## src/sv/tiered_sliding_window_counter_top_macros.svh

```systemverilog
// Assertion macros for the tiered sliding-window counter.
// Used by the top level only; needs clk_i and rst_ni in scope.
`ifndef TIERED_SLIDING_WINDOW_COUNTER_TOP_MACROS_SVH
`define TIERED_SLIDING_WINDOW_COUNTER_TOP_MACROS_SVH
`ifndef SYNTHESIS
`define TSWC_ASSERT(lbl, prop) \
  lbl: assert property (@(posedge clk_i) disable iff (!rst_ni) prop) \
    else $error("tswc assertion failed");
`define TSWC_ASSERT_ALWAYS(lbl, prop) \
  lbl: assert property (@(posedge clk_i) prop) \
    else $error("tswc assertion failed");
`else
`define TSWC_ASSERT(lbl, prop)
`define TSWC_ASSERT_ALWAYS(lbl, prop)
`endif
`endif

```

## src/sv/tswc_pkg.sv

```systemverilog
// Shared types and constants of the tiered sliding-window counter.
// No dependencies.
package tswc_pkg;

  localparam int unsigned TimeW    = 32;
  localparam int unsigned DeltaW   = 16;
  localparam int unsigned CountW   = 32;
  localparam int unsigned PAddrW   = 3;
  localparam int unsigned PDataW   = 32;

  localparam logic [TimeW-1:0] SecPerMin  = 32'd60;
  localparam logic [TimeW-1:0] SecPerHour = 32'd3600;
  // reciprocals: floor(e * Recip >> Shift) is exact for every 32-bit e
  localparam logic [TimeW-1:0] RecipMin   = 32'h8888_8889;
  localparam logic [TimeW-1:0] RecipHour  = 32'h91A2_B3C5;
  localparam int unsigned      ShiftMin   = 37;
  localparam int unsigned      ShiftHour  = 43;

  localparam logic [0:0] RegStartTime = 1'b0;

  typedef enum logic [1:0] {
    TierSec,
    TierMin,
    TierHr
  } tier_e;

  typedef enum logic [3:0] {
    StIdle,
    StDivLd,
    StDivRun,
    StAgeInit,
    StClrRd,
    StClrWr,
    StSpRd,
    StSpWr,
    StNextTier,
    StDlRd,
    StDlWr,
    StDone
  } state_e;

  typedef struct packed {
    logic  ld;
    logic  div_ld;
    logic  div_step;
    logic  age_init;
    logic  clr_rd;
    logic  clr_wr;
    logic  sp_rd;
    logic  sp_wr;
    logic  dl_rd;
    logic  dl_wr;
    logic  out_ld;
    tier_e tier;
  } ctrl_cmd_t;

  typedef struct packed {
    logic k_zero;
    logic cnt_last;
  } ctrl_stat_t;

  typedef struct packed {
    logic rd;
    logic wr;
    logic rot;
  } ring_cmd_t;

  typedef struct packed {
    logic              we;
    logic [TimeW-1:0]  wdata;
  } cfg_wr_t;

endpackage

```

## src/sv/tswc_ctrl.sv

```systemverilog
// Sequencer: steps the divider, ring ageing, spill, delta add and output load.
// Depends on tswc_pkg.
module tswc_ctrl (
  input  logic                 clk_i,
  input  logic                 rst_ni,
  input  logic                 in_valid_i,
  output logic                 in_ready_o,
  output logic                 out_valid_o,
  input  logic                 out_ready_i,
  output tswc_pkg::ctrl_cmd_t  cmd_o,
  input  tswc_pkg::ctrl_stat_t stat_i
);

  tswc_pkg::state_e state_q, state_d;
  tswc_pkg::tier_e  tier_q, tier_d;
  logic             out_valid_q;

  always_ff @(posedge clk_i or negedge rst_ni) begin
    if (!rst_ni) begin
      state_q     <= tswc_pkg::StIdle;
      tier_q      <= tswc_pkg::TierSec;
      out_valid_q <= 1'b0;
    end else begin
      state_q <= state_d;
      tier_q  <= tier_d;
      if (cmd_o.out_ld) begin
        out_valid_q <= 1'b1;
      end else if (out_ready_i) begin
        out_valid_q <= 1'b0;
      end
    end
  end

  always_comb begin
    state_d    = state_q;
    tier_d     = tier_q;
    in_ready_o = 1'b0;
    cmd_o      = '0;
    cmd_o.tier = tier_q;
    unique case (state_q)
      tswc_pkg::StIdle: begin
        in_ready_o = 1'b1;
        if (in_valid_i) begin
          cmd_o.ld = 1'b1;
          tier_d   = tswc_pkg::TierMin;
          state_d  = tswc_pkg::StDivLd;
        end
      end
      tswc_pkg::StDivLd: begin
        cmd_o.div_ld = 1'b1;
        state_d      = tswc_pkg::StDivRun;
      end
      tswc_pkg::StDivRun: begin
        cmd_o.div_step = 1'b1;
        if (tier_q == tswc_pkg::TierMin) begin
          tier_d  = tswc_pkg::TierHr;
          state_d = tswc_pkg::StDivLd;
        end else begin
          tier_d  = tswc_pkg::TierSec;
          state_d = tswc_pkg::StAgeInit;
        end
      end
      tswc_pkg::StAgeInit: begin
        cmd_o.age_init = 1'b1;
        state_d = stat_i.k_zero ? tswc_pkg::StNextTier : tswc_pkg::StClrRd;
      end
      tswc_pkg::StClrRd: begin
        cmd_o.clr_rd = 1'b1;
        state_d      = tswc_pkg::StClrWr;
      end
      tswc_pkg::StClrWr: begin
        cmd_o.clr_wr = 1'b1;
        if (!stat_i.cnt_last) begin
          state_d = tswc_pkg::StClrRd;
        end else if (tier_q == tswc_pkg::TierHr) begin
          state_d = tswc_pkg::StNextTier;   // hour spill is dropped
        end else begin
          state_d = tswc_pkg::StSpRd;
        end
      end
      tswc_pkg::StSpRd: begin
        cmd_o.sp_rd = 1'b1;
        state_d     = tswc_pkg::StSpWr;
      end
      tswc_pkg::StSpWr: begin
        cmd_o.sp_wr = 1'b1;
        state_d     = tswc_pkg::StNextTier;
      end
      tswc_pkg::StNextTier: begin
        unique case (tier_q)
          tswc_pkg::TierSec: begin
            tier_d  = tswc_pkg::TierMin;
            state_d = tswc_pkg::StAgeInit;
          end
          tswc_pkg::TierMin: begin
            tier_d  = tswc_pkg::TierHr;
            state_d = tswc_pkg::StAgeInit;
          end
          default: begin
            tier_d  = tswc_pkg::TierSec;
            state_d = tswc_pkg::StDlRd;
          end
        endcase
      end
      tswc_pkg::StDlRd: begin
        cmd_o.dl_rd = 1'b1;
        state_d     = tswc_pkg::StDlWr;
      end
      tswc_pkg::StDlWr: begin
        cmd_o.dl_wr = 1'b1;
        state_d     = tswc_pkg::StDone;
      end
      tswc_pkg::StDone: begin
        if (!out_valid_q || out_ready_i) begin
          cmd_o.out_ld = 1'b1;
          state_d      = tswc_pkg::StIdle;
        end
      end
      default: begin
        state_d = tswc_pkg::StIdle;
      end
    endcase
  end

  assign out_valid_o = out_valid_q;

endmodule

```

## config.mk

```make
export PLATFORM = sky130hd
export DESIGN_NAME = tswc_ctrl
export DESIGN_NICKNAME = d
export VERILOG_FILES = /design/src/sv/tiered_sliding_window_counter_top_macros.svh /design/src/sv/tswc_pkg.sv /design/src/sv/tswc_ctrl.sv
export SDC_FILE = /design/constraint.sdc
export NUM_CORES = 1
export LEC_CHECK = 0
export BUFFER_PORTS_ARGS = -buffer_cell sky130_fd_sc_hd__buf_2
export CORE_MARGIN = 8
export CORE_UTILIZATION = 43
export CTS_BUF_LIST = sky130_fd_sc_hd__clkbuf_4 sky130_fd_sc_hd__clkbuf_8 sky130_fd_sc_hd__clkbuf_16
export DETAILED_ROUTE_END_ITERATION = 6
export GPL_ROUTABILITY_DRIVEN = 0
export PLACE_DENSITY = 0.73
export SLEW_MARGIN = 5
export SYNTH_ARGS = -nofsm -noshare
export SYNTH_HDL_FRONTEND = slang
export SYNTH_SLANG_ARGS = --single-unit
```

## constraint.sdc

```tcl
create_clock -name clk_i -period 1.1 [get_ports clk_i]
set_input_delay 0.11 -clock clk_i [delete_from_list [all_inputs] [get_ports clk_i]]
set_output_delay 0.11 -clock clk_i [all_outputs]
set_load 0.01 [all_outputs]
```

==> results.md <==
- Power per standard cell area: 2843 nW/um^2
- Maximum net fanout on the critical path: 5
- Sequential cell area in the final layout: 178.9 sq um
- Share of layout cells above drive strength 1: 71.67%
- Post-synthesis sequential area ratio: 28.69%
- Reg-to-reg startpoint: state_q[1]$_DFFE_PN0P_
- Post-layout util: 89.55%
- Starting density of the core: 46.34%
- Minimum period implied by the final worst setup slack: 1.477 ns
- Endpoint of the worst hold path: state_q[1]$_DFFE_PN0P_
- Multi-input gate area: 515.5 sq um
- Count of cells along the worst register-to-register path: 6
- Hold Path Class: input pin to register
- Sequential fraction of design power: 14.5%
- Pins over their slew limit: 0
- CP bufs+invs: 3
- Cell type contributing the most total cell area after synthesis: dfrtp_1
- Final antenna-violating net count: 0
- Max Cap Violations: 0
- I/O pins: 21
- Synth cell types: 37
- Die area: 2882 sq um
- First-pass detailed-route iteration total: 4
- Final routed DRC violation total: 0
- Area growth syn-to-layout: 93.24%
- Synth Net Count: 77
- Least setup slack across all paths after layout: -0.3770 ns
- Number of fill cells in the layout: 55
- Register clock-pin slew on the reported worst setup and hold paths: 0.06 ns
- FF+latch count, synth: 7
- Cell depth of the worst min-delay path: 3
- Number of buffers added by the clock tree synthesis step: 3
- Hold Startpoint: stat_i[0]
- Synth warn: 0
- Wire length of the first global-routing pass: 3042 um
- Vias: 796
- Achievable clock frequency: 677.1 MHz
- Run status: complete, but fails checks
- Endpoint type of the worst setup path: output port
- Post-route clock skew: 0.003668 ns
- Standby leakage power: 0.5534 nW
- Share of the clock period used by the worst path after layout: 134.3%
- Root buffer cell: clkbuf_4
- Floorplan row count: 13
- TritonCTS clock tree: yes
- Relative contribution of combinational cells to total power: 77.9%
- Floorplan Core Area: 1318 sq um
- Port Buf Inserts: 20
- Overall fraction of global-route tracks in use: 14.41%
- Top library cells by usage in the layout, fill and taps aside: 19 x buf_2, 15 x buf_6, 15 x buf_4
- Reg2Reg Setup Slack: -0.26 ns
- Proportion of netlist area held by the largest area contributor: 28.69%
- WP data required: 0.99 ns
- Number of clock sinks: 7
- Actual slew at the worst max-slew pin: 0.4281 ns
- Maximum number of pins on one net before global-route repair: 15
- Critical path startpoint category: register
- Clock network latency to the later pin of the worst-skew pair: 0.27 ns
- Switching pwr: 1.466 mW
- Violated checks: negative setup slack
- Top cells by area, synth: dfrtp_1 29%, nand2b_1 5.1%, nor3_1 4.9%
- Worst rel slew slack: 71.40%
- Slowest cell on crit path: dfrtp_1
- Ant diodes: 0
- Number of levels in the clock H-tree: 1
- Detailed-route wire length per cell: 19.56 um
- Critical R2R Capture: tier_q[1]$_DFFE_PN0P_
- Crit-path leading delay family: buffers and inverters
- Average vias per placed instance: 5.896
- Proportion of power drawn by the clock network: 7.5%
- Gate Count Post-Synth: 71
- Worst path cell trace: buf_6 -> buf_12 -> and4bb_1 -> buf_2
- CTS Buffer Depth: 2
- Post-synthesis average cell area: 8.600 sq um
- Number of global-route vias before repair: 683
- Die width: 53.68 um
- Iter 0 DRT Violations: 34
- Post-Syn Area: 610.6 sq um
- Leading cell type in the layout, fill and taps excluded: buf_2
- Total routed wirelength: 2641 um
- Final-report hold violation count: 0
- HPWL Detailed: 1306 um
- Final global-route overflow total: 0
- Vertical extent of the die: 53.68 um
- Peak supply drop: 1.789 mV
- Category of the most critical setup path: register to output port
- Number of setup violations in the final report: 19
- Critical path arrival: 1.37 ns
- Worst stage delay on the critical path: 0.40 ns
- RSZ-0062 raised after global routing: true
- Cell internal power dissipation: 1.889 mW
- Switching portion of total power: 43.69%
- Total power of the final layout: 3.354 mW
- Number of antenna violations at the first check in global routing: 0
- Net count, final: 127
repair_timing:
| item | 4_1_cts | 5_1_grt |
|---|---|---|
| endpoints found under the setup margin | 19 | 21 |
| pin swaps | 2 | 11 |
| setup buffers | 7 | 8 |
| hold buffers | 1 | 0 |
| endpoints found under the hold margin | 7 | 0 |
| gates cloned | 0 | 1 |
| gates resized for setup | 13 | 29 |
worst max-delay path by stage:
| stage | cells past startpoint | slack, ns | from | end |
|---|---|---|---|---|
| floorplan | 4 | -0.15 | state_q[1]$_DFFE_PN0P_ | cmd_o[12] |
| global placement | 4 | -0.09 | state_q[3]$_DFFE_PN0P_ | cmd_o[12] |
| detailed placement | 4 | -0.10 | state_q[1]$_DFFE_PN0P_ | cmd_o[12] |
| CTS | 4 | -0.33 | state_q[1]$_DFFE_PN0P_ | cmd_o[7] |
| global route | 4 | -0.41 | state_q[1]$_DFFE_PN0P_ | cmd_o[7] |
| finish | 4 | -0.38 | state_q[1]$_DFFE_PN0P_ | cmd_o[7] |
kinds of logic after synthesis:
kind of cell	Yosys count	synth area share (%)
DFF	7	28.69
AOI/OAI and AO/OA	16	19.67
buffers and inverters	9	9.427
muxes	2	3.279
and+or+nand+nor	37	38.94
metal layers:
metal  routed length, um  GRT usage (%)  up-vias
li1                    -              -      362
met1                1120          16.32      391
met2                1227          23.36       39
met3                 260          6.612        4
met4                  33          5.042        0
met5                   0              0        -
cells in the mapped netlist:
| master | number |
|---|---|
| and3_1 | 1 |
| buf_6 | 2 |
| nor4b_1 | 1 |
| nor2_1 | 7 |
| o21a_1 | 1 |
| nor3_2 | 1 |
| nor4bb_1 | 1 |
| o2111ai_1 | 1 |
| o31a_1 | 1 |
| buf_2 | 4 |
| nor4_2 | 1 |
| a31oi_1 | 1 |
| dfrtp_1 | 7 |
| a21oi_1 | 1 |
| nor2b_1 | 1 |
| nand2b_1 | 5 |
| o2111ai_2 | 1 |
| and2_1 | 1 |
| nand2_1 | 2 |
| o21ai_1 | 3 |
| buf_4 | 1 |
| nor3b_1 | 2 |
| o221ai_1 | 1 |
| a41oi_1 | 1 |
| mux2i_1 | 2 |
| o22ai_1 | 1 |
| nor3_1 | 6 |
| o21bai_1 | 1 |
| and3b_1 | 3 |
| o211ai_1 | 1 |
| nand2_4 | 1 |
| a22oi_1 | 1 |
| nand3_1 | 1 |
| a211oi_1 | 1 |
| and4bb_1 | 1 |
| or2_1 | 2 |
| inv_1 | 2 |
layout make-up:
cell class / count / share of cell area, %
clock inverters: 1 / 0.4242
inverters: 2 / 0.6363
flip-flops and latches: 7 / 15.16
repair buffers: 52 / 36.59
clock buffers: 3 / 1.909
multi-input cells: 55 / 43.69
well taps: 15 / 1.591
registers in the layout, summed over array words and instances (netlist names):
| name | flops |
|---|---|
| out_valid_o | 1 |
| state_q | 4 |
| tier_q | 2 |
stage by stage:
| stage | cell area, sq um | std cells | TNS [ns] | hold WS, ns | worst slack (ns) |
|---|---|---|---|---|---|
| final | 1180 | 135 | -4.945 | 0.1091 | -0.3770 |
| after detailed placement | 833.3 | 115 | -0.9701 | -0.04458 | -0.1024 |
| after floorplan | 644.4 | 71 | -0.2094 | -0.1856 | -0.1534 |
| after global routing | 1180 | 135 | -5.819 | 0.1196 | -0.4070 |
| after global placement | 833.3 | 115 | -0.7811 | -0.05182 | -0.09459 |
| after CTS | 969.7 | 127 | -4.462 | 0.1372 | -0.3313 |
power groups by stage:
stage | Sequential (mW) | Combinational (mW) | Clock [mW]
finish | 0.487 | 2.61 | 0.253
global route | 0.486 | 2.76 | 0.274
CTS | 0.448 | 1.88 | 0.248
detailed placement | 0.496 | 1.56 | 0
global placement | 0.489 | 1.53 | 0
floorplan | 0.456 | 1.08 | 0
worst register-to-register path, stage by stage (launching register included):
cell and delay [ns]:
dfrtp_1 0.40, buf_6 0.14, buf_4 0.13, clkbuf_16 0.14, and3b_1 0.16, a211oi_2 0.16, o21ai_1 0.09
No activity file was read; power rests on OpenSTA's default activity.
